===== config.mk =====
export PLATFORM = sky130hd
export DESIGN_NAME = cmt_front
export DESIGN_NICKNAME = d
export VERILOG_FILES = /design/src/cmt_pkg.sv /design/src/cmt_front.sv
export SDC_FILE = /design/constraint.sdc
export NUM_CORES = 1
export LEC_CHECK = 0
export BUFFER_PORTS_ARGS = -buffer_cell sky130_fd_sc_hd__buf_2
export CAP_MARGIN = 20
export CORE_MARGIN = 4
export CORE_UTILIZATION = 30
export DETAILED_ROUTE_END_ITERATION = 12
export PLACE_DENSITY = 0.53
export SLEW_MARGIN = 20
export SYNTH_ARGS = -nofsm -noshare
export SYNTH_HDL_FRONTEND = slang
export SYNTH_SLANG_ARGS = --single-unit

===== constraint.sdc =====
create_clock -name clk -period 9.9 [get_ports clk]
set_input_delay 1.98 -clock clk [delete_from_list [all_inputs] [get_ports clk]]
set_output_delay 1.98 -clock clk [all_outputs]
set_load 0.005 [all_outputs]

===== src/cmt_pkg.sv =====
// Shared types, constants and functions for the cylinder mesh tessellator.
// Depends on nothing; every other file in src imports it.
package cmt_pkg;

  localparam int TURN_W = 24;
  localparam int TRIG_W = 17;
  localparam int LANES  = 4;

  // lane order: cos a0, sin a0, cos a1, sin a1
  localparam int LANE_X0 = 0;
  localparam int LANE_Y0 = 1;
  localparam int LANE_X1 = 2;
  localparam int LANE_Y1 = 3;

  localparam logic [TURN_W-1:0] QUARTER_TURN = 24'h40_0000;
  localparam logic [63:0] HALF_PI_Q30 = 64'd1686629713;

  localparam logic [30:0] RADIUS_MIN      = 31'd655;
  localparam logic [29:0] HALF_HEIGHT_MIN = 30'd328;
  localparam logic [8:0]  SUBDIV_MIN      = 9'd3;

  localparam logic [3:0] SLOT_FIRST = 4'd0;
  localparam logic [3:0] SLOT_LAST  = 4'd11;

  typedef enum logic [2:0] {
    REG_RADIUS      = 3'd0,
    REG_HALF_HEIGHT = 3'd1,
    REG_SUBDIV      = 3'd2,
    REG_ANGLE_STEP  = 3'd3,
    REG_RED         = 3'd4,
    REG_GREEN       = 3'd5,
    REG_BLUE        = 3'd6
  } cfg_reg_t;

  typedef struct packed {
    logic [30:0] radius;
    logic [29:0] half_height;
    logic [8:0]  subdivisions;
    logic [22:0] angle_step;
    logic [15:0] color_red;
    logic [15:0] color_green;
    logic [15:0] color_blue;
  } cfg_t;

  typedef struct packed {
    logic [LANES-1:0] neg;
    logic             bad;
  } trig_flags_t;

  typedef struct packed {
    logic signed [31:0] x0;
    logic signed [31:0] y0;
    logic signed [31:0] x1;
    logic signed [31:0] y1;
    logic               bad;
  } ring_word_t;

  typedef enum logic [1:0] {
    PT_CENTRE,
    PT_RING0,
    PT_RING1
  } point_sel_t;

  typedef struct packed {
    logic       top;
    point_sel_t point;
  } slot_shape_t;

  // top cap, bottom cap, then the two side triangles
  function automatic slot_shape_t slot_shape(input logic [3:0] slot);
    slot_shape_t s;
    case (slot)
      4'd0:    s = '{top: 1'b1, point: PT_CENTRE};
      4'd1:    s = '{top: 1'b1, point: PT_RING0};
      4'd2:    s = '{top: 1'b1, point: PT_RING1};
      4'd3:    s = '{top: 1'b0, point: PT_CENTRE};
      4'd4:    s = '{top: 1'b0, point: PT_RING1};
      4'd5:    s = '{top: 1'b0, point: PT_RING0};
      4'd6:    s = '{top: 1'b0, point: PT_RING0};
      4'd7:    s = '{top: 1'b0, point: PT_RING1};
      4'd8:    s = '{top: 1'b1, point: PT_RING0};
      4'd9:    s = '{top: 1'b1, point: PT_RING0};
      4'd10:   s = '{top: 1'b0, point: PT_RING1};
      4'd11:   s = '{top: 1'b1, point: PT_RING1};
      default: s = '{top: 1'b1, point: PT_CENTRE};
    endcase
    return s;
  endfunction

  // Taylor series in Q2.30 up to x^15, rounded to Q16 and capped at one.
  // Evaluated on constants only, to build the quarter-wave table.
  function automatic logic [TRIG_W-1:0] sine_q16(input logic [63:0] x);
    logic [63:0] x2;
    logic [63:0] term;
    logic [63:0] sum;
    logic [63:0] v;
    x2   = (x * x) >> 30;
    term = x;
    sum  = x;
    term = ((term * x2) >> 30) / 64'd6;
    sum  = sum - term;
    term = ((term * x2) >> 30) / 64'd20;
    sum  = sum + term;
    term = ((term * x2) >> 30) / 64'd42;
    sum  = sum - term;
    term = ((term * x2) >> 30) / 64'd72;
    sum  = sum + term;
    term = ((term * x2) >> 30) / 64'd110;
    sum  = sum - term;
    term = ((term * x2) >> 30) / 64'd156;
    sum  = sum + term;
    term = ((term * x2) >> 30) / 64'd210;
    sum  = sum - term;
    v    = (sum + 64'd8192) >> 14;
    if (v > 64'd65536) begin
      v = 64'd65536;
    end
    return v[TRIG_W-1:0];
  endfunction

endpackage


===== src/cmt_front.sv =====
// Front end: ring angles of a slice, then quadrant folding and table index.
// Two register stages; depends on cmt_pkg.
module cmt_front
  import cmt_pkg::*;
#(
  parameter int MAX_SEGMENTS       = 360,
  parameter int SINE_TABLE_ENTRIES = 1024,
  parameter int IW                 = $clog2(SINE_TABLE_ENTRIES + 1)
) (
  input  logic                       clk,
  input  logic                       rst,
  input  cfg_t                       cfg,
  input  logic                       seg_valid,
  output logic                       seg_ready,
  input  logic [8:0]                 segment_index,
  output logic                       out_valid,
  input  logic                       out_ready,
  output logic [LANES-1:0][IW-1:0]   out_idx,
  output trig_flags_t                out_flags
);

  localparam int PW = IW + 23;

  logic              v1;
  logic [TURN_W-1:0] a0;
  logic [TURN_W-1:0] a1;
  logic              bad1;
  logic              en1;
  logic              en2;

  logic [8:0]        subs_eff;
  logic [9:0]        idx_plus;
  logic              bad_c;
  logic              last_c;
  logic [31:0]       prod0;
  logic [31:0]       prod1;

  logic [LANES-1:0][TURN_W-1:0] ang;
  logic [LANES-1:0][IW-1:0]     idx_c;
  logic [LANES-1:0]             neg_c;
  logic [22:0]                  u;
  logic [PW-1:0]                uprod;

  assign en2       = !out_valid || out_ready;
  assign en1       = !v1 || en2;
  assign seg_ready = en1;

  always_comb begin
    if (cfg.subdivisions < SUBDIV_MIN) begin
      subs_eff = SUBDIV_MIN;
    end else if (32'(cfg.subdivisions) > MAX_SEGMENTS) begin
      subs_eff = 9'(MAX_SEGMENTS);
    end else begin
      subs_eff = cfg.subdivisions;
    end
    idx_plus = {1'b0, segment_index} + 10'd1;
    bad_c    = segment_index >= subs_eff;
    last_c   = idx_plus >= {1'b0, subs_eff};
    prod0    = 32'(segment_index) * 32'(cfg.angle_step);
    prod1    = 32'(idx_plus) * 32'(cfg.angle_step);
  end

  always_ff @(posedge clk) begin
    if (rst) begin
      v1 <= 1'b0;
    end else if (en1) begin
      v1 <= seg_valid;
    end
  end

  always_ff @(posedge clk) begin
    if (en1) begin
      a0   <= prod0[TURN_W-1:0];
      a1   <= last_c ? '0 : prod1[TURN_W-1:0];
      bad1 <= bad_c;
    end
  end

  // cos(a) = sin(a + quarter turn); fold each angle into the first quadrant
  always_comb begin
    ang[LANE_X0] = a0 + QUARTER_TURN;
    ang[LANE_Y0] = a0;
    ang[LANE_X1] = a1 + QUARTER_TURN;
    ang[LANE_Y1] = a1;
    u     = '0;
    uprod = '0;
    for (int l = 0; l < LANES; l++) begin
      if (ang[l][22]) begin
        u = {1'b1, 22'd0} - {1'b0, ang[l][21:0]};
      end else begin
        u = {1'b0, ang[l][21:0]};
      end
      uprod    = PW'(u) * PW'(SINE_TABLE_ENTRIES);
      idx_c[l] = uprod[22 +: IW];
      neg_c[l] = ang[l][23];
    end
  end

  always_ff @(posedge clk) begin
    if (rst) begin
      out_valid <= 1'b0;
    end else if (en2) begin
      out_valid <= v1;
    end
  end

  always_ff @(posedge clk) begin
    if (en2) begin
      out_idx       <= idx_c;
      out_flags.neg <= neg_c;
      out_flags.bad <= bad1;
    end
  end

endmodule


# Word level (Yosys, flattened, before mapping)
# Index checks and enable logic that the tools add are counted.
# totals
ff_bits	100
output_inout_bits	51
# op_classes
add_sub_neg	7
n_mul	2
order_cmp	4
n_mux	6
n_reduce_logical	4
# op_table
cell	count
$sub 23x22->23 const A	4
$mux 22	4
$add 24x23->24 const B	2
$mul 10x23->24	1
$mul 9x23->24	1
$mux 9	2
$add 9x1->10 const B	1
$ge 10x9->1	1
$ge 9x9->1	1
$gt 9x9->1 const B	1
$lt 9x2->1 const B	1
$logic_not 1->1	2
$logic_or 1x1->1	2

# Longest topological paths before layout
# Gate-level depths: netlist (run 1).
# logic_depth
depth_word	4
depth_mapped	26
ltp_nobuf	24

# Worst setup path before layout (run 1)
# No wires, ideal clock.
# synth_path
kind	in2reg
startpoint	in segment_index[1]
endpoint	reg a1[23] (data pin)
setup_ps	257
arrival_time_ps	7721
required_ps	9643
setup_slack_ps	1923
path_stages	25
path_buffers	3
cell_sequence	clkbuf_1 nand2_1 nor2_1 xor2_1 clkbuf_1 clkbuf_1 nand2_1 fa_1 inv_1 ha_1 inv_1 fa_1 inv_1 fa_1 inv_1 fa_1 inv_1 ha_1 a211o_1 or3_4 a311oi_4 a311oi_1 o41ai_2 xnor2_1 nor2_1
# synth_via
elab_chain_cells	2
elab_cells_between_ends	3
classes_between	1 x add/sub; 1 x mul; 1 x order compare
# synth_lines
item	line_no	rtl
start, declared	cmt_front.sv:15	input logic [8:0] segment_index,
$add 9x1->10 *	cmt_front.sv:56	idx_plus = {1'b0, segment_index} + 10'd1;
$mul 10x23->24 or $ge 10x9->1 (tied branches)	cmt_front.sv:60, cmt_front.sv:58	
end signal, assigned	cmt_front.sv:74	a1 <= last_c ? '0 : prod1[TURN_W-1:0];
end, declared	cmt_front.sv:26	logic [TURN_W-1:0] a1;
# Every way passes the cells marked *; elsewhere a longest branch is shown, timed or not.
# A chain may end at the register's enable or synchronous reset.

# Worst setup path after layout (run 1)
# layout_path
startpoint	in segment_index[3]
endpoint	reg a1[23] (data pin)
# The elaborated chain is that of the path after synthesis.

==> results.json, run 1 <==
{
  "status": "complete, no violations",
  "highest_layer": "met5",
  "multiInputGateArea_um2": 10800,
  "drive_gt1_share_pct": 9.19,
  "crit_path_end": "a1[23]",
  "hold_ws_ps": 413,
  "totalWireLength_mm": 34.5,
  "yosys_warnings": 0,
  "ios": 205,
  "worst-endpoint-arrival_ps": 8660,
  "r2r-end": "out_idx[20]",
  "final_common_cell": "inv_1",
  "dpl.hpwl_mm": 26.6,
  "hp-class": "flop to flop",
  "grt_pass1_wl_mm": 58.5,
  "placed_cell_area_um2": 16300,
  "area_growth_pct": 9.53,
  "core.rowCount": 82,
  "vias_per_cell": 4.62,
  "ant_nets": 0,
  "cts_resized": 0,
  "htree_levels": 3,
  "postCtsHoldBufs": 0,
  "synth.distinct_cells": 57,
  "grt_max_degree": 50,
  "n_antenna_cell": 0,
  "synth_ff_type": "edfxtp_1",
  "ys_seq_area_share_pct": 19.7,
  "crit_path_end_kind": "flop",
  "worstSetupStartpointType": "primary input",
  "die_x_um": 233,
  "finalMaxSlewViolations": 0,
  "dr_wl_met2_mm": 16.9,
  "synth_cells": 1582,
  "synth_area_um2": 15100,
  "grt_pass1_vias": 11483,
  "final_cell_mix": "inv_1 (277), fa_1 (257), nand2_1 (249), and2_1 (149), edfxtp_1 (98)",
  "post_cts_buffers": 0,
  "cts_tree": "done",
  "max_slew.worst_pin.slew_ps": 922,
  "globalplace.congestion": 0.806,
  "p_leak_nw": 7.72,
  "drtIter0Drc": 532,
  "grt_overflow": 0,
  "vias": 10647,
  "synth-seq-cells": 100,
  "fmax_ghz": 0.117,
  "drc": 0,
  "io_buffers": 95,
  "syn-num-nets": 2083,
  "seq_area_um2": 2980,
  "cap_violations": 0,
  "postSynthAreaPerCell_um2": 9.56,
  "final_area_um2": 16600,
  "core_area_um2": 50000,
  "worstPathRequired_ps": 10020,
  "setup_tns_ps": 0,
  "initial_utilization_pct": 30.3,
  "wl_met1_mm": 15.9,
  "finalCriticalPeriod_ps": 8540,
  "async_flop_share_pct": 0,
  "min_from": "bad1",
  "fin_crit_sh_pct": 86.2,
  "grt_antenna_before_repair": 4,
  "clkTransAtPathRegs_ps": 70,
  "powerDensity_nw_per_um2": 289,
  "track_usage_pct": 13.4,
  "startpoint": "segment_index[3]",
  "max-vdd-ir-drop_uv": 185,
  "clkLatencyLatePin_ps": 370,
  "synth_edf_count": 98,
  "worstSetupPathType": "primary input to flop",
  "reg2reg_slack_ps": 7240,
  "finClkSkew_ps": 8.30,
  "final_core_util_pct": 33.2,
  "critPathMaxFanout": 25,
  "clock_path_buffers": 2,
  "drt_first_pass_iters": 5,
  "cts_root_buffer": "clkbuf_16",
  "die_h_um": 233,
  "clkSinkCount": 100,
  "rsz0062_at_grt": "no",
  "route.met3.wl_mm": 1.20,
  "dieArea_um2": 54100,
  "slew_headroom_pct": 38.6,
  "rr_startpoint": "a0[5]",
  "cts_buffers": 9,
  "final_hold_viol_count": 0,
  "fillers": 5179,
  "setup_viol": 0,
  "finalNetCount": 2130,
  "routedWlPerCell_um": 15.0,
  "rr_worst_depth": 8
}
## cell families after synthesis
group / synth area share [%]
AO/OA/AOI/OAI: 5.11
XOR/XNOR: 6.54
buffers and inverters: 8.77
adder cells (fa/ha/maj): 41.5
flip-flops: 19.7
AND/OR/NAND/NOR: 18.4
## state kept, by name, summed over array words and instances (netlist names)
register and flops:
out_idx 44, a0 24, a1 24, out_flags 5, bad1 1, out_valid 1
v1 1
## metrics by stage
stage | power [mW] | worst slack, ps | instances
after global routing | 5.41 | 1000 | 2305
final | 4.79 | 1360 | 2305
after global placement | 4.42 | 1140 | 2290
after detailed placement | 4.49 | 1040 | 2290
after CTS | 4.88 | 1430 | 2305
after floorplan | 3.68 | 1920 | 1582
## critical path, stage by stage
cell and delay [ps]:
buf_2 420, nand3_2 190, nor2_1 200, xor2_1 600
buf_4 330, nand2_1 110, fa_1 560, fa_1 460
fa_1 520, fa_1 540, inv_1 50, fa_1 470
ha_1 350, a21oi_1 140, o21ai_0 180, a22o_2 280
a311oi_4 400, a311oi_1 200, o41ai_2 360, xnor2_1 210
nor2_1 70
## power by group
part           total (mW)  internal [mW]  leakage [nW]  switching (mW)
combinational        3.45           1.54          6.51            1.91
sequential          0.979          0.848          1.07           0.130
clock               0.358          0.194         0.135           0.164
total                4.79           2.58          7.72            2.21
## area by class of cell
type	instances	share of cell area, %
Clock buffer	9	1.36
Clock inverter	6	0.400
Inverter	278	6.31
Multi-Input combinational cell	1130	65.3
Sequential cell	100	18.0
Tap cell	672	5.08
Timing Repair Buffer	110	3.55
## routing by layer
metal  track usage [%]  up-vias
met5                 0        -
met4              3.01        4
met3              1.68       23
met2              23.3      182
met1              18.1     5510
li1                  -     4928
## synthesized netlist by cell type (all sizes together), types with 13 or more instances
cell / number / area share (%)
and2: 149 / 6.2
nor3: 17 / 0.74
o21ai: 24 / 0.79
xnor2: 64 / 3.7
clkbuf: 62 / 1.5
or3: 13 / 0.64
nor2: 54 / 1.3
nand3: 15 / 0.53
ha: 90 / 7.4
nand2b: 14 / 0.58
xor2: 43 / 2.5
a21oi: 37 / 1.2
nor2b: 22 / 0.91
edfxtp: 98 / 19
inv: 278 / 6.9
nand2: 250 / 6.2
fa: 257 / 34
## worst min path at each step
stage                    to  cells after the start
2_1_floorplan  out_flags[0]                      0
3_3_place_gp   out_flags[0]                      0
3_5_place_dp   out_flags[0]                      0
4_1_cts        out_flags[0]                      0
5_1_grt        out_flags[0]                      0
6_report       out_flags[0]                      0
Note: power is estimated with default switching activity, not from simulation.
==> run 2: changes to the inputs <==
--- a/config.mk
+++ b/config.mk
@@ -10,6 +10,7 @@
 export CORE_MARGIN = 4
 export CORE_UTILIZATION = 30
 export DETAILED_ROUTE_END_ITERATION = 12
+export MAX_ROUTING_LAYER = met4
 export PLACE_DENSITY = 0.53
 export SLEW_MARGIN = 20
 export SYNTH_ARGS = -nofsm -noshare
==> run 2 against run 1 <==
Compared with the run above: core utilization barely moved; setup slack got worse by 0.66 ps; maximum frequency barely moved; largest power group unchanged; clock-buffer cell count did not move; sequential power barely moved; non-clock buffer count did not move; via count fell by 0.26%; final area barely moved; flip-flop and latch count did not move; power barely moved.
==> results.json, run 2 (same netlist as run 1, synthesis figures left out) <==
{
  "status": "complete, no violations",
  "track_usage_pct": 13.8,
  "max-vdd-ir-drop_uv": 186,
  "totalWireLength_mm": 34.5,
  "drc": 0,
  "regMostFlops": "out_idx",
  "setup_viol": 0,
  "initial_utilization_pct": 30.3,
  "hold_end": "out_flags[0]",
  "setup_slack_ps": 1360,
  "worst-endpoint-arrival_ps": 8660,
  "cap_violations": 0,
  "worstSetupPathType": "primary input to flop",
  "powerDensity_nw_per_um2": 289,
  "reg2reg_slack_ps": 7230,
  "min_from": "bad1",
  "fmax_ghz": 0.117,
  "fin_crit_sh_pct": 86.3,
  "clkLatencyLatePin_ps": 370,
  "post_cts_buffers": 0,
  "cts_tree": "done",
  "die_x_um": 233,
  "cts_root_buffer": "clkbuf_16",
  "final_cell_mix": "inv_1 (277), fa_1 (257), nand2_1 (249), and2_1 (149), edfxtp_1 (98)",
  "drtIter0Drc": 492,
  "p_leak_nw": 7.72,
  "crit_path_end_kind": "flop",
  "worstSetupStartpointType": "primary input",
  "holdPathStages": 0,
  "rr_worst_depth": 8,
  "fillers": 5178,
  "cp_top_family": "adder cells",
  "grt_overflow": 0,
  "final_area_um2": 16600,
  "max_slew.worst_pin.slew_ps": 927,
  "cts_resized": 0,
  "finalMaxSlewViolations": 0,
  "routedWlPerCell_um": 15.0,
  "drt_first_pass_iters": 5,
  "clockPowerShare_pct": 7.5,
  "vias_per_cell": 4.60,
  "power.total_mw": 4.79,
  "dpl.hpwl_mm": 26.6,
  "crit_path_cell_trace": "buf_2, nand3_2, nor2_1, xor2_1, buf_4, nand2_1, fa_1, fa_1, fa_1, fa_1, inv_1, fa_1, ha_1, a21oi_1, o21ai_0, a22o_2, a311oi_4, a311oi_1, o41ai_2, xnor2_1, nor2_1",
  "power.switching_mw": 2.21,
  "rr_startpoint": "a0[5]",
  "postCtsHoldBufs": 0,
  "die_h_um": 233,
  "htree_levels": 3,
  "slew_headroom_pct": 38.2,
  "setup_tns_ps": 0,
  "placed_cell_area_um2": 16300,
  "grt_max_degree": 50,
  "clkSinkCount": 100,
  "critPathBufInv": 3,
  "p_sw_share_pct": 46.1,
  "final_hold_viol_count": 0,
  "cp_common_cell": "fa_1",
  "grt_pass1_vias": 11478,
  "ios": 205,
  "pwr-share-seq_pct": 20.4,
  "finalCriticalPeriod_ps": 8540,
  "cp_slowest_cell": "xor2_1",
  "ant_nets": 0,
  "hp-class": "flop to flop",
  "grt_pass1_wl_mm": 58.5,
  "r2r-end": "out_idx[20]",
  "largest_reg_flops": 44,
  "area_growth_pct": 9.56,
  "final_common_cell": "inv_1",
  "finClkSkew_ps": 9.61,
  "worstPathRequired_ps": 10020,
  "comb_power_share_pct": 72.1,
  "critPathMaxFanout": 25,
  "finalNetCount": 2130,
  "clock_path_buffers": 2,
  "drive_gt1_share_pct": 9.19,
  "io_buffers": 95,
  "biggestRegsByFlops": "out_idx: 44 flops, a0: 24 flops, a1: 24 flops",
  "max_stage_delay_ps": 600,
  "p_int_mw": 2.58,
  "globalplace.congestion": 0.819,
  "clkTransAtPathRegs_ps": 70,
  "grt_antenna_before_repair": 4,
  "dp_slack_ps": 1040,
  "rsz0062_at_grt": "no",
  "vias": 10619,
  "cts_buffers": 9,
  "dieArea_um2": 54100,
  "core.rowCount": 82,
  "core_area_um2": 50000
}
==> run 2: changes by cell type in the layout (fill, tap and decap cells not counted), sizes merged <==
cell / delta
diode: +2
==> run 2: final cells by class <==
cell class	count	area (um2)	area share [%]
Clock buffer	9	225	1.36
Clock inverter	6	66.3	0.400
Antenna cell	2	5.00	0.0302
Multi-Input combinational cell	1130	10800	65.3
Tap cell	672	841	5.07
Timing Repair Buffer	110	588	3.55
Inverter	278	1040	6.31
Sequential cell	100	2980	18.0
==> run 2: routing by layer <==
metal	part of all wire [%]	global-route usage (%)
met3	3.6	1.67
met4	1.3	3.01
met1	46	18.1
met5	0	-
met2	49	23.3
==> run 2: power by group through the flow <==
stage / Sequential [mW] / Clock, mW / Combinational [mW]
floorplan: 0.959 / 0 / 2.72
global placement: 0.990 / 0 / 3.43
detailed placement: 0.997 / 0 / 3.49
CTS: 0.988 / 0.379 / 3.52
global route: 1.01 / 0.393 / 4.01
finish: 0.979 / 0.358 / 3.45
==> run 2: worst max path at each step <==
stage | depth (start not counted) | slack (ps) | startpoint | to
CTS | 21 | 1430 | segment_index[3] | a1[23]
detailed placement | 21 | 1040 | segment_index[3] | a1[23]
global placement | 21 | 1140 | segment_index[3] | a1[23]
global route | 21 | 1010 | segment_index[3] | a1[23]
finish | 21 | 1360 | segment_index[3] | a1[23]
floorplan | 25 | 1920 | segment_index[1] | a1[23]
==> run 2: through the flow <==
step                      cells  util, %  hold WS, ps
final                      2307     33.2          412
after global routing       2307     33.2          425
after CTS                  2305     33.1          416
after detailed placement   2290     32.6          407
after global placement     2290     32.6          412
after floorplan            1582        -          400
