## src/cmt_pkg.sv

```systemverilog
// Shared types, constants and functions for the cylinder mesh tessellator.
// Depends on nothing; every other file in src imports it.
package cmt_pkg;

  localparam int TURN_W = 24;
  localparam int TRIG_W = 17;
  localparam int LANES  = 4;

  // lane order: cos a0, sin a0, cos a1, sin a1
  localparam int LANE_X0 = 0;
  localparam int LANE_Y0 = 1;
  localparam int LANE_X1 = 2;
  localparam int LANE_Y1 = 3;

  localparam logic [TURN_W-1:0] QUARTER_TURN = 24'h40_0000;
  localparam logic [63:0] HALF_PI_Q30 = 64'd1686629713;

  localparam logic [30:0] RADIUS_MIN      = 31'd655;
  localparam logic [29:0] HALF_HEIGHT_MIN = 30'd328;
  localparam logic [8:0]  SUBDIV_MIN      = 9'd3;

  localparam logic [3:0] SLOT_FIRST = 4'd0;
  localparam logic [3:0] SLOT_LAST  = 4'd11;

  typedef enum logic [2:0] {
    REG_RADIUS      = 3'd0,
    REG_HALF_HEIGHT = 3'd1,
    REG_SUBDIV      = 3'd2,
    REG_ANGLE_STEP  = 3'd3,
    REG_RED         = 3'd4,
    REG_GREEN       = 3'd5,
    REG_BLUE        = 3'd6
  } cfg_reg_t;

  typedef struct packed {
    logic [30:0] radius;
    logic [29:0] half_height;
    logic [8:0]  subdivisions;
    logic [22:0] angle_step;
    logic [15:0] color_red;
    logic [15:0] color_green;
    logic [15:0] color_blue;
  } cfg_t;

  typedef struct packed {
    logic [LANES-1:0] neg;
    logic             bad;
  } trig_flags_t;

  typedef struct packed {
    logic signed [31:0] x0;
    logic signed [31:0] y0;
    logic signed [31:0] x1;
    logic signed [31:0] y1;
    logic               bad;
  } ring_word_t;

  typedef enum logic [1:0] {
    PT_CENTRE,
    PT_RING0,
    PT_RING1
  } point_sel_t;

  typedef struct packed {
    logic       top;
    point_sel_t point;
  } slot_shape_t;

  // top cap, bottom cap, then the two side triangles
  function automatic slot_shape_t slot_shape(input logic [3:0] slot);
    slot_shape_t s;
    case (slot)
      4'd0:    s = '{top: 1'b1, point: PT_CENTRE};
      4'd1:    s = '{top: 1'b1, point: PT_RING0};
      4'd2:    s = '{top: 1'b1, point: PT_RING1};
      4'd3:    s = '{top: 1'b0, point: PT_CENTRE};
      4'd4:    s = '{top: 1'b0, point: PT_RING1};
      4'd5:    s = '{top: 1'b0, point: PT_RING0};
      4'd6:    s = '{top: 1'b0, point: PT_RING0};
      4'd7:    s = '{top: 1'b0, point: PT_RING1};
      4'd8:    s = '{top: 1'b1, point: PT_RING0};
      4'd9:    s = '{top: 1'b1, point: PT_RING0};
      4'd10:   s = '{top: 1'b0, point: PT_RING1};
      4'd11:   s = '{top: 1'b1, point: PT_RING1};
      default: s = '{top: 1'b1, point: PT_CENTRE};
    endcase
    return s;
  endfunction

  // Taylor series in Q2.30 up to x^15, rounded to Q16 and capped at one.
  // Evaluated on constants only, to build the quarter-wave table.
  function automatic logic [TRIG_W-1:0] sine_q16(input logic [63:0] x);
    logic [63:0] x2;
    logic [63:0] term;
    logic [63:0] sum;
    logic [63:0] v;
    x2   = (x * x) >> 30;
    term = x;
    sum  = x;
    term = ((term * x2) >> 30) / 64'd6;
    sum  = sum - term;
    term = ((term * x2) >> 30) / 64'd20;
    sum  = sum + term;
    term = ((term * x2) >> 30) / 64'd42;
    sum  = sum - term;
    term = ((term * x2) >> 30) / 64'd72;
    sum  = sum + term;
    term = ((term * x2) >> 30) / 64'd110;
    sum  = sum - term;
    term = ((term * x2) >> 30) / 64'd156;
    sum  = sum + term;
    term = ((term * x2) >> 30) / 64'd210;
    sum  = sum - term;
    v    = (sum + 64'd8192) >> 14;
    if (v > 64'd65536) begin
      v = 64'd65536;
    end
    return v[TRIG_W-1:0];
  endfunction

endpackage

```

## src/cmt_emit.sv

```systemverilog
// Vertex sequencer: holds one slice and sends its vertices through the
// output register one word a cycle while vert_ready is high. Depends on cmt_pkg.
module cmt_emit
  import cmt_pkg::*;
(
  input  logic               clk,
  input  logic               rst,
  input  cfg_t               cfg,
  input  logic               in_valid,
  output logic               in_ready,
  input  ring_word_t         in_word,
  output logic               vert_valid,
  input  logic               vert_ready,
  output logic signed [31:0] pos_x,
  output logic signed [31:0] pos_y,
  output logic signed [31:0] pos_z,
  output logic [15:0]        vert_red,
  output logic [15:0]        vert_green,
  output logic [15:0]        vert_blue,
  output logic [3:0]         vertex_slot,
  output logic               bad_index,
  output logic               last_vertex
);

  logic        busy;
  logic [3:0]  slot;
  ring_word_t  slice;
  logic        load;
  logic        fin;
  logic        take;

  slot_shape_t        shape;
  logic [29:0]        hh_eff;
  logic signed [31:0] zt;
  logic signed [31:0] x_c;
  logic signed [31:0] y_c;
  logic signed [31:0] z_c;
  logic [15:0]        r_c;
  logic [15:0]        g_c;
  logic [15:0]        b_c;
  logic [3:0]         slot_c;
  logic               last_c;

  assign load     = busy && (!vert_valid || vert_ready);
  assign fin      = load && (slice.bad || slot == SLOT_LAST);
  assign in_ready = !busy || fin;
  assign take     = in_valid && in_ready;

  always_ff @(posedge clk) begin
    if (rst) begin
      busy       <= 1'b0;
      slot       <= SLOT_FIRST;
      vert_valid <= 1'b0;
    end else begin
      if (take) begin
        busy <= 1'b1;
        slot <= SLOT_FIRST;
      end else begin
        if (fin) begin
          busy <= 1'b0;
        end
        if (load) begin
          slot <= slot + 4'd1;
        end
      end
      if (load) begin
        vert_valid <= 1'b1;
      end else if (vert_ready) begin
        vert_valid <= 1'b0;
      end
    end
  end

  always_ff @(posedge clk) begin
    if (take) begin
      slice <= in_word;
    end
  end

  always_comb begin
    shape  = slot_shape(slot);
    hh_eff = (cfg.half_height < HALF_HEIGHT_MIN) ? HALF_HEIGHT_MIN : cfg.half_height;
    zt     = signed'({2'b00, hh_eff});
    z_c    = shape.top ? zt : -zt;
    case (shape.point)
      PT_RING0: begin
        x_c = slice.x0;
        y_c = slice.y0;
      end
      PT_RING1: begin
        x_c = slice.x1;
        y_c = slice.y1;
      end
      default: begin
        x_c = '0;
        y_c = '0;
      end
    endcase
    r_c    = cfg.color_red;
    g_c    = cfg.color_green;
    b_c    = cfg.color_blue;
    slot_c = slot;
    last_c = slot == SLOT_LAST;
    // a flagged slice sends one blank word
    if (slice.bad) begin
      x_c    = '0;
      y_c    = '0;
      z_c    = '0;
      r_c    = '0;
      g_c    = '0;
      b_c    = '0;
      slot_c = SLOT_FIRST;
      last_c = 1'b1;
    end
  end

  always_ff @(posedge clk) begin
    if (load) begin
      pos_x       <= x_c;
      pos_y       <= y_c;
      pos_z       <= z_c;
      vert_red    <= r_c;
      vert_green  <= g_c;
      vert_blue   <= b_c;
      vertex_slot <= slot_c;
      bad_index   <= slice.bad;
      last_vertex <= last_c;
    end
  end

endmodule

```

## config.mk

```make
export PLATFORM = sky130hd
export DESIGN_NAME = cmt_emit
export DESIGN_NICKNAME = d
export VERILOG_FILES = /design/src/cmt_pkg.sv /design/src/cmt_emit.sv
export SDC_FILE = /design/constraint.sdc
export NUM_CORES = 1
export LEC_CHECK = 0
export ABC_AREA = 1
export BUFFER_PORTS_ARGS = -buffer_cell sky130_fd_sc_hd__buf_2
export CAP_MARGIN = 25
export CORE_AREA = 2 2 165 167
export CTS_CLUSTER_DIAMETER = 40
export CTS_CLUSTER_SIZE = 30
export DETAILED_ROUTE_END_ITERATION = 16
export DIE_AREA = 0 0 167 169
export GPL_TIMING_DRIVEN = 0
export PLACE_DENSITY = 0.72
export SLEW_MARGIN = 20
export SYNTH_ARGS = -nofsm -noshare
export SYNTH_HDL_FRONTEND = slang
export SYNTH_SLANG_ARGS = --single-unit
```

## constraint.sdc

```tcl
create_clock -name clk -period 11.59 [get_ports clk]
set_clock_uncertainty 0.05 [all_clocks]
set_input_delay 0 -clock clk [delete_from_list [all_inputs] [get_ports clk]]
set_output_delay 0 -clock clk [all_outputs]
set_load 0.03 [all_outputs]
```

# == After elaboration in Yosys (flattened, before gate mapping) ==
# Memories as Yosys holds them, arrays and structs flattened. A register that Yosys moved wholly into a read port is not among the register bits.
# Cells that the tools add are included.
# classes
n_mux,10
n_lt_le_gt_ge,1
n_reduce_logical,12
addsub,2
n_eq_ne,3
# ops
operator,count
one-hot mux 32 bit (2 select lines),2
2-to-1 mux 30 bit,2
negator 30 -> 32 bit,1
"< comparator 30 x 9 -> 1 bit, second input constant",1
2-to-1 mux 4 bit,2
"adder 4 x 1 -> 4 bit, second input constant",1
"equality test 4 bit, second input constant",1
2-to-1 mux 1 bit,4
nonzero test 2 bit,2
OR reduction 2 bit,2
logical AND 1 bit,3
logical OR 1 bit,3
"equality test 2 x 1 -> 1 bit, second input constant",1
"equality test 2 bit, second input constant",1
zero test 1 bit,2
# word_totals
reg_bits,285
out_inout_bits,152
word_cells,47
rom_bits,48
mem_count,1
# mem_list
memory,depth,width,read_ports,rd_ports_with_merged_regs,write_ports,line_no,text
(no name shown),16,3,1,1,0,cmt_pkg.sv:72,case (slot)

# == Depth between registers and ports, before layout ==
# Gate-level depths: netlist of the first run.
# logic_depth
depth_word,8
depth_mapped,18
depth_no_buf,18

# == Least setup slack after synthesis of the first run ==
# OpenSTA, ideal clock, no wires.
# synth_timing
kind,reg2reg
from,register vert_valid
to,"register, netlist name shape[1]"
synth_period_minus_slack_ns,4.962
t_arrival_ns,4.794
path_slack_ns,6.628
stages_incl_launch_ff,11
path_buffers,0
t_required_ns,11.421
cell_sequence,dfxtp_1 -> nand2_1 -> nand2_1 -> inv_1 -> o21ai_0 -> nand2_1 -> inv_1 -> ha_1 -> or2_1 -> o21ai_0 -> o21ai_1
# synth_via
elab_chain_len,8
# synth_lines
element,line_no,text
from (decl),cmt_emit.sv:12,"output logic vert_valid,"
from (signal assigned),cmt_emit.sv:53,vert_valid <= 1'b0;
from (signal assigned),cmt_emit.sv:67,vert_valid <= 1'b1;
from (signal assigned),cmt_emit.sv:69,vert_valid <= 1'b0;
zero test 1 bit (*),cmt_emit.sv:44,assign load = busy && (!vert_valid || vert_ready);
logical OR 1 bit (*),cmt_emit.sv:44,
logical AND 1 bit (*),cmt_emit.sv:44,
via load,cmt_emit.sv:28,logic load;
logical AND 1 bit,cmt_emit.sv:45,assign fin = load && (slice.bad || slot == SLOT_LAST);
logical OR 1 bit,cmt_emit.sv:46,assign in_ready = !busy || fin;
logical AND 1 bit,cmt_emit.sv:47,assign take = in_valid && in_ready;
OR reduction 2 bit (no line),-,
2-to-1 mux 4 bit (no line) (*),-,
# Mark *: on every way through the listed nets, which the timed path passes. The rest lies on a longest branch.
# A chain may end at the register's enable or synchronous reset.

# == Final worst setup path of the first run ==
# layout_timing
from,input port cfg[98] in the netlist's numbering
to,"register pos_z[16], data pin"
# layout_via
elab_chain_len,4
# layout_lines
element,line_no,text
from (decl),cmt_emit.sv:8,"input cfg_t cfg,"
< comparator 30 x 9 -> 1 bit (*),cmt_emit.sv:82,hh_eff = (cfg.half_height < HALF_HEIGHT_MIN) ? HALF_HEIGHT_MIN : cfg.half_height;
2-to-1 mux 30 bit (*),cmt_emit.sv:82,
negator 30 -> 32 bit,cmt_emit.sv:84,z_c = shape.top ? zt : -zt;
2-to-1 mux 30 bit (*),cmt_emit.sv:84,
to (signal assigned),cmt_emit.sv:121,pos_z <= z_c;
to (decl),cmt_emit.sv:16,"output logic signed [31:0] pos_z,"
# Mark *: on every way between the ends. The rest lies on a longest branch, timed or not.

==> run_results.csv, run 1 <==
group,metric,value,unit
run_status,status,"completed",
yosys,synth-seq-cells,288,
yosys,yosys-mux-area-fraction,0,%
cells_and_area,fin_cells,1940,
die,coreArea,26500,µm²
place,hpwl,21060,µm
power,netSwitchingFraction,25.53,%
detailed_routing,avgRoutedWirePerCell,18.10,µm
power,clock_power_share,41.2,%
timing,finalCritPeriodShare,28.31,%
run,drv_cap,0,
die,die-width,167,µm
power,p_per_area,155.8,nW/µm²
cells_and_area,multi_input_area,2420,µm²
clock_tree,cts_resized,0,
cells_and_area,fin_nets,1850,
die,die_height,169,µm
place,dp_cells,1660,
power,peakVddDrop,0.1411,mV
clock_tree,clock_sinks,288,
yosys,synth.distinct_cells,36,
timing,setup_viol,0,
clock_tree,cts_buffers,36,
power,p_switching,0.6808,mW
worst_hold_path,hold_class,"in2reg",
power,internal_power,1.986,mW
die,initial_core_util,43.50,%
clock_tree,post_cts.repair.setup_buffers,0,
clock_tree,clockBufferDepth,3,
power,total_power,2.667,mW
yosys,yosys_warnings,0,
yosys,synth_top_family_by_area,"simple AND/OR/NAND/NOR gates",
global_route,grt_pass1_vias,9968,
power,p_leak,6.959,nW
cells_and_area,area_delta_synth_final,48.53,%
detailed_routing,drcViolationCount,0,
cells_and_area,nFillCells,1897,
clock_tree,postCtsHoldBufs,211,
yosys,netlist_area,11530,µm²
timing,finalMaxSlewViolations,0,
place,port_buffers,362,
global_route,grt_use_total,24.26,%
timing,tightestPinTransition,0.7537,ns
power,p_comb_share,12.1,%
detailed_routing,drt_iter0_markers,832,
detailed_routing,vias_per_cell,4.941,
global_route,grt_max_degree,85,
detailed_routing,vias,9585,
setup_path,path_common_cell,"nand2_1",
yosys,yosysSeqAreaShare,74.24,%
yosys,syn_avg_cell_area,12.07,µm²
detailed_routing,ant_nets,0,
setup_path,cp-start-kind,"primary input",
yosys,synth_simple_gate_area_share,14.44,%
clock_tree,cts_tree,"yes",
setup_path,crit_slowest_cell,"dlygate4sd3_1",
cells_and_area,drive_gt1_share,28.88,%
place,gp_congestion,0.8686,
setup_path,cp_slowest_stage_delay,0.57,ns
clock_tree,h-tree-depth,2,
global_route,antenna_found_initial,3,
global_route,grt-ovfl-total,0,
detailed_routing,wirelength,35120,µm
timing,finalHoldViolCount,0,
clock_tree,clkLatencyLatePin,0.51,ns
die,top_level_ports,426,
die,num_rows,60,
timing,relSlewSlack,49.75,%
die,dieArea,28220,µm²
setup_path,path_max_fanout,10,
setup_path,cp_data_arrival_time,3.50,ns
setup_path,path_class,"in2reg",
setup_path,crit_required,11.80,ns
detailed_routing,drtPass1Iterations,5,
power,seq_power_share,46.7,%
clock_tree,clk_pin_slew,0.05,ns
yosys,synth_nets,1237,
cells_and_area,regArea,8558,µm²
yosys,syn_inst,955,
yosys,synth_xor_area_share,0.2279,%
clock_tree,cts-root-buf,"clkbuf_16",
yosys,synth_compound_area_share,5.460,%
global_route,grt_pass1_wl,53140,µm
setup_path,end_kind,"flop",
setup_path,path_cells,"dlygate4sd3_1 > buf_2 > nor2_2 > nand2_1 > clkinv_1 > nand2_1 > nor2_1 > nand2_4 > nand2_1 > ha_1 > inv_1 > nor2_1 > nand3_2 > nor2_4 > nand2_1 > inv_1 > nand3_1 > a21oi_1 > dlygate4sd3_1 > nor2_1",
timing,tns,0,ns
timing,fmax,0.3048,GHz
timing,fin_crit,3.281,ns
timing,rsz0062_at_grt,"false",
yosys,synth_fa_ha_area_share,0.8683,%
## worst max-delay path: cells and delay by family
family / cells / cell delay, ns
buffers and inverters: 6 / 1.49
AOI/OAI and AO/OA: 1 / 0.15
adders and majority gates: 1 / 0.24
and+or+nand+nor: 12 / 1.63
## flip-flops by register name, indices dropped and copies added (netlist names)
signal and flops:
shape 3, slot 4, bad_index 1, vert_red 16
pos_y 32, vert_blue 16, busy 1, vert_valid 1
vertex_slot 4, pos_z 32, vert_green 16, slice 129
pos_x 32, last_vertex 1
## cell usage in the layout (no fill, tap or decap), types with 2 or more instances in the layout
cell type      Yosys  routed
buf_2              1     363
edfxtp_1         279     279
dlygate4sd3_1      0     211
nand2_1          209     209
nor2_1           108     108
inv_1            100      98
a21oi_1           90      90
clkbuf_16          0      37
clkbuf_1          25      29
nand3_1           21      21
o21ai_0           17      17
nor3_1            15      15
inv_6              0       9
dfxtp_1            9       9
nand4_1            8       8
buf_1              8       8
ha_1               8       8
nor2_2             7       7
clkinv_2           0       7
nand2_2            6       6
inv_2              5       5
nor4_1             5       5
clkinv_1           2       5
nor2_4             4       4
o21ai_1            4       4
nand3_2            4       4
diode_2            0       3
xor2_1             3       3
a21oi_2            2       2
a22oi_1            2       2
o21a_1             2       2
inv_8              0       2
or2_2              2       2
clkinvlp_4         0       2
bufinv_16          0       2
buf_16             0       2
## power by group through the flow
stage	logic (mW)	registers [mW]	clock network (mW)
floorplan	0.0722	1.35	0
global placement	0.251	1.28	0
detailed placement	0.260	1.26	0
CTS	0.317	1.24	1.10
global route	0.344	1.25	1.16
finish	0.322	1.25	1.10
## final timing paths
check | startpoint | endpoint | slack, ns | cells past startpoint
setup / recovery | cfg[98] | pos_z[16] | 8.31 | 20
hold / removal | cfg[87] | pos_z[7] | 0.02 | 3
setup reg to reg | slice[0] | shape[1] | 8.91 | 12
hold reg to reg | slice[0] | bad_index | 0.41 | 0
## per-stage QoR
stage               area (µm²)  hold slack [ns]  worst slack (ns)  util [%]
global route             17120          0.07260             7.985     64.61
detailed placement       13830           0.1281             8.811     52.20
floorplan                11530          0.01907             6.628         -
finish                   17120          0.02144             8.309     64.61
global placement         13770           0.1270             5.214     51.95
CTS                      17110         0.003889             8.379     64.58
## area by class of cell
type / instances / area share, %
Sequential cell: 288 / 49.99
Timing Repair Buffer: 575 / 23.24
Multi-Input combinational cell: 524 / 14.13
Clock buffer: 41 / 5.495
Tap cell: 341 / 2.492
Inverter: 107 / 2.419
Clock inverter: 25 / 1.330
Buffer: 36 / 0.8623
Antenna cell: 3 / 0.04385
## layer usage
layer  part of all wire (%)  vias to the layer above  GRT usage, %
met2                     51                      539         43.44
met3                    9.3                      105         6.617
met5                      0                        -             0
met1                     36                     4444         27.21
li1                       -                     4497             -
met4                    4.0                        0         10.57
## cell families after synthesis
logic type                 Yosys count
xor gates and xnor gates             3
and+or+nand+nor                    393
DFF                                288
buffers and inverters              143
AOI/OAI and AO/OA                  120
adders and majority gates            8
## synth_stat cells (all sizes together)
cell type  count  area [µm²]
nor4           5       31.28
o21a           2       15.01
or2            3       18.77
nor2         119       494.2
ha             8       100.1
a21oi         92       468.0
clkbuf        25       93.84
nand2        216       833.3
o21ai         21       105.1
edfxtp       279        8378
nand4          8       50.05
clkinv         2       7.510
xor2           3       26.28
a22oi          2       15.01
buf           11       53.80
and3           1       6.260
o31ai          2       20.02
nor3          16       85.08
a31oi          1       6.260
nand3         25       145.1
dfxtp          9       180.2
inv          105       394.1
No activity file was read; power rests on OpenSTA's default activity.
==> run 2: changes to the inputs <==
- CORE_AREA: 2 2 165 167 -> 2 2 164 166
- DIE_AREA: 0 0 167 169 -> 0 0 166 168
- PLACE_DENSITY: 0.72 -> 0.76
- clock period: 11.59 -> 2.75 ns (I/O delays scaled with it)
==> run 2 against run 1 <==
Clock-buffer cell count stayed put. Die area is 1.2% lower. Combinational power grew to 4.3 times the previous value. Design area is 1.8% higher. Largest cell class unchanged. Largest power group is now the clock network. Highest routed layer unchanged.
==> run_results.csv, run 2 (synthesis results as in run 1) <==
group,metric,value,unit
cells_and_area,layout_commonest_cell,"buf_2",
cells_and_area,layout_common_cells,"363 x buf_2, 279 x edfxtp_1, 209 x dlygate4sd3_1",
detailed_routing,ant_nets,0,
global_route,grt_pass1_wl,54480,µm
run_status,status,"completed",
setup_path,crit_required,2.96,ns
setup_path,crit_slowest_cell,"dlygate4sd3_1",
setup_path,cp_data_arrival_time,2.74,ns
global_route,antenna_found_initial,2,
worst_hold_path,hold_class,"in2reg",
timing,setup_ws,0.2218,ns
cells_and_area,largest_register,"slice",
die,coreArea,26350,µm²
setup_path,path_common_cell,"nand2_1",
worst_hold_path,min_from,"vert_ready",
timing,finalMaxSlewViolations,0,
setup_path,path_max_fanout,10,
cells_and_area,area_delta_synth_final,51.26,%
setup_path,r2r_start,"slice[0]",
cells_and_area,drive_gt1_share,29.99,%
cells_and_area,fin_nets,1857,
clock_tree,cts-root-buf,"clkbuf_16",
detailed_routing,vias_per_cell,5.024,
die,die-width,166,µm
clock_tree,clockBufferDepth,3,
power,p_leak,7.085,nW
timing,holdWs,0.08264,ns
place,placed_area,13940,µm²
run,drv_cap,0,
timing,fmax,0.3955,GHz
global_route,grt_pass1_vias,10250,
global_route,grt-ovfl-total,0,
setup_path,path_class,"in2reg",
setup_path,cp_slowest_stage_delay,0.54,ns
timing,finalHoldViolCount,0,
clock_tree,clk_pin_slew,0.06,ns
detailed_routing,vias,9786,
clock_tree,h-tree-depth,2,
detailed_routing,drt_iter0_markers,902,
setup_path,cp-start-kind,"primary input",
place,port_buffers,362,
clock_tree,clkLatencyLatePin,0.52,ns
power,p_per_area,683.4,nW/µm²
setup_path,path_cells,"dlygate4sd3_1 > buf_2 > nor2_1 > nand2_1 > nor2_2 > nand2_2 > inv_2 > nand2_4 > nand2_4 > ha_2 > inv_1 > nor2_1 > nand3_2 > nor2_4 > nand2_1 > nand2_1 > o21ai_1 > o21ai_1 > a21oi_1",
die,dieArea,27890,µm²
die,die_height,168,µm
cells_and_area,fin_util,66.17,%
power,total_power,11.92,mW
setup_path,r2r_slack,0.24,ns
timing,fin_crit,2.528,ns
timing,tns,0,ns
detailed_routing,wirelength,35710,µm
timing,rsz0062_at_grt,"false",
place,gp_congestion,0.8985,
timing,finalCritPeriodShare,91.93,%
place,dp_cells,1665,
clock_tree,cts_buffers,39,
worst_hold_path,hold_depth,6,
timing,tightestPinTransition,0.7093,ns
detailed_routing,drcViolationCount,0,
die,num_rows,60,
worst_hold_path,worst_hold_path.endpoint,"busy",
timing,setup_viol,0,
global_route,grt_max_degree,42,
cells_and_area,fin_cells,1948,
clock_tree,clock_sinks,288,
detailed_routing,drtPass1Iterations,6,
setup_path,r2r_cells,12,
cells_and_area,postLayoutCellArea,17440,µm²
power,peakVddDrop,0.6918,mV
timing,relSlewSlack,52.72,%
cells_and_area,largest_reg_flops,129,
die,initial_core_util,43.75,%
global_route,grt_use_total,25.07,%
place,dpl_worst_slack,0.03108,ns
place,hpwl,20600,µm
setup_path,worst_r2r_endpoint,"shape[1]",
die,top_level_ports,426,
clock_tree,cts_tree,"yes",
setup_path,end_kind,"flop",
detailed_routing,avgRoutedWirePerCell,18.33,µm
[run 2: cell count changes in the layout (fill, tap and decap cells not counted), moves of 4 or more]
cell / previous run / this run
bufinv_16: 2 / 6
clkbuf_1: 29 / 25
buf_12: 0 / 7
clkinv_4: 1 / 5
clkinv_2: 7 / 2
[run 2: routing by layer]
| metal | track usage (%) | wire, µm | up-vias |
|---|---|---|---|
| li1 | - | - | 4504 |
| met3 | 6.653 | 3671 | 102 |
| met4 | 10.28 | 1289 | 0 |
| met5 | 0 | 0 | - |
| met2 | 44.94 | 18060 | 642 |
| met1 | 28.50 | 12690 | 4538 |
[run 2: worst max-delay path by stage]
stage               cells past startpoint  slack [ns]   endpoint       start
finish                                 19        0.22  pos_z[12]    cfg[101]
global route                           19       0.002  pos_z[12]     cfg[93]
CTS                                    19        0.03  pos_z[12]     cfg[98]
detailed placement                     18        0.03  pos_z[12]     cfg[98]
global placement                       10       -2.16   shape[1]  vert_valid
floorplan                              10       -1.13   shape[1]  vert_valid
[run 2: worst max-delay path, delay by kind of cell]
kind,cells,cell delay (ns)
adders and majority gates,1,0.21
AOI/OAI and AO/OA,3,0.33
and+or+nand+nor,11,1.35
buffers and inverters,4,0.84
[run 2: cell type report]
class / instances / area [µm²]
inverters: 107 / 409.1
multi-input cells: 524 / 2460
well taps: 341 / 426.7
clock inverters: 29 / 364.1
fillers: 1787 / 8914
plain buffers: 35 / 143.9
diodes: 3 / 7.507
clock buffers: 41 / 1005
flip-flops and latches: 288 / 8562
repair buffers: 580 / 4059
[run 2: timing repair]
item,4_1_cts,5_1_grt
hold buffers,209,0
gates resized for setup,0,6
setup buffers,0,2
endpoints found under the setup margin,0,14
hold endpoints to repair,211,0
[run 2: power by group]
group	internal, mW	switching (mW)	total [mW]
Combinational	0.516	0.870	1.39
Clock	3.28	1.99	5.27
Sequential	5.17	0.0947	5.26
==> run 3: changes to the inputs <==
- SETUP_SLACK_MARGIN: default -> 0.5
==> run 3 against run 2 <==
Utilization is 0.42 points higher. Sequential cell count unchanged. Clock power about the same. Register-to-register slack better by 0.31 ns. Combinational power barely moved. Via count is 0.84% higher. Largest power group is now sequential cells.
==> run_results.csv, run 3 (synthesis results as in run 1) <==
group,metric,value,unit
cells_and_area,area_delta_synth_final,52.23,%
detailed_routing,wl_met1,12930,µm
setup_path,cp_data_arrival_time,2.41,ns
clock_tree,clk_pin_slew,0.06,ns
global_route,grt_pass1_wl,54930,µm
timing,relSlewSlack,56.06,%
global_route,grt_pass1_vias,10230,
power,p_per_area,679.9,nW/µm²
timing,tns,0,ns
global_route,grt_use_total,25.27,%
worst_hold_path,hold_class,"in2reg",
detailed_routing,top_layer_used,"met4",
setup_path,end_kind,"flop",
cells_and_area,nFillCells,1788,
die,die_height,168,µm
power,p_switching,2.959,mW
die,die-width,166,µm
clock_tree,cts-root-buf,"clkbuf_16",
setup_path,crit_required,2.95,ns
timing,rsz0062_at_grt,"true",
power,clock_power_share,44.1,%
global_route,antenna_found_initial,2,
global_route,grt_max_degree,42,
die,coreArea,26350,µm²
clock_tree,clock_sinks,288,
detailed_routing,wirelength,35940,µm
power,netSwitchingFraction,24.80,%
cells_and_area,layout_common_cells,"363 x buf_2, 279 x edfxtp_1, 213 x dlygate4sd3_1",
setup_path,cp-start-kind,"flop",
detailed_routing,ant_nets,0,
setup_path,path_cells,"buf_4 > a31oi_4 > o21ai_2 > nand2_2 > clkinvlp_4 > buf_12",
timing,fmax,0.4536,GHz
detailed_routing,drcViolationCount,0,
detailed_routing,avgRoutedWirePerCell,18.36,µm
cells_and_area,drive_gt1_share,30.86,%
setup_path,path_max_fanout,41,
clock_tree,clkLatencyLatePin,0.52,ns
timing,finalCritPeriodShare,80.16,%
timing,holdWs,0.03345,ns
cells_and_area,largest_register,"slice",
setup_path,crit_slowest_cell,"clkinvlp_4",
detailed_routing,routed-wl-met2,18120,µm
clock_tree,clockBufferDepth,3,
clock_tree,h-tree-depth,2,
global_route,grt-ovfl-total,0,
die,initial_core_util,43.75,%
detailed_routing,drt_iter0_markers,1019,
place,port_buffers,362,
die,dieArea,27890,µm²
setup_path,cp_slowest_stage_delay,0.47,ns
cells_and_area,fin_nets,1867,
timing,fin_crit,2.204,ns
setup_path,path_class,"reg2reg",
detailed_routing,drtPass1Iterations,5,
cells_and_area,largest_reg_flops,129,
cells_and_area,layout_commonest_cell,"buf_2",
die,num_rows,60,
timing,finalMaxSlewViolations,0,
run_status,status,"completed",
timing,tightestPinTransition,0.6591,ns
cells_and_area,multi_input_area,2484,µm²
die,top_level_ports,426,
timing,setup_viol,0,
run,drv_cap,0,
detailed_routing,dr_wl_met3,3692,µm
clock_tree,cts_buffers,39,
power,seq_power_share,44.1,%
place,gp_congestion,0.8985,
cells_and_area,regArea,8562,µm²
power,internal_power,8.971,mW
power,p_comb_share,11.8,%
detailed_routing,vias_per_cell,5.040,
power,peakVddDrop,0.6924,mV
place,hpwl,20600,µm
clock_tree,cts_tree,"yes",
detailed_routing,vias,9868,
power,p_leak,7.139,nW
timing,finalHoldViolCount,0,
==> run 3: cell count changes in the layout (fill, tap and decap cells not counted), sizes merged <==
cell,previous run,this run
clkinvlp,2,3
buf,382,386
dlygate4sd3,209,213
clkbuf,65,66
==> run 3: power groups by stage <==
stage	logic [mW]	clock network, mW	registers [mW]
finish	1.41	5.26	5.26
global route	1.50	5.52	5.28
CTS	1.36	5.27	5.24
detailed placement	1.11	0	5.33
global placement	1.05	0	5.36
floorplan	0.309	0	5.66
==> run 3: timing repair <==
item / CTS / global route
hold buffers: 213 / 0
setup buffers: 1 / 5
pin swaps: 0 / 1
setup endpoints to repair: 186 / 127
resized for setup: 5 / 16
gates cloned: 1 / 0
endpoints found under the hold margin: 211 / 0
==> run 3: final cells by class <==
| class | instances | area share [%] |
|---|---|---|
| Antenna cell | 3 | 0.04278 |
| Buffer | 36 | 0.8913 |
| Clock buffer | 41 | 5.725 |
| Clock inverter | 29 | 2.075 |
| Inverter | 107 | 2.332 |
| Multi-Input combinational cell | 524 | 14.15 |
| Sequential cell | 288 | 48.79 |
| Tap cell | 341 | 2.431 |
| Timing Repair Buffer | 588 | 23.53 |
| Timing Repair inverter | 1 | 0.02852 |
==> run 3: worst max-delay path: cells and delay by family (launching register included) <==
family | cells | cell delay, ns
buffers and inverters | 3 | 1.05
DFF | 1 | 0.40
and+or+nand+nor | 1 | 0.11
AOI/OAI and AO/OA | 2 | 0.29
==> run 3: worst paths after layout <==
check / startpoint / end / slack (ns) / cells after the start
min: cfg[103] / pos_z[23] / 0.03 / 5
max: slice[0] / slice[114] / 0.55 / 6
max reg2reg: slice[0] / slice[114] / 0.55 / 6
min reg2reg: slice[0] / bad_index / 0.43 / 0
==> run 3: layer usage <==
| metal | vias up | global-route usage [%] |
|---|---|---|
| met5 | - | 0 |
| met2 | 666 | 45.26 |
| met1 | 4571 | 29.14 |
| met4 | 0 | 9.376 |
| li1 | 4530 | - |
| met3 | 101 | 6.770 |
==> run 3: metrics by stage <==
step	worst slack, ns	std cells	power (mW)	area [µm²]	utilization [%]
floorplan	-1.132	955	5.973	11570	-
global placement	-2.155	1658	6.413	13800	52.39
detailed placement	0.03108	1665	6.437	13940	52.92
CTS	0.5125	1950	11.88	17470	66.31
global route	0.4667	1957	12.29	17550	66.59
finish	0.5455	1958	11.93	17550	66.60
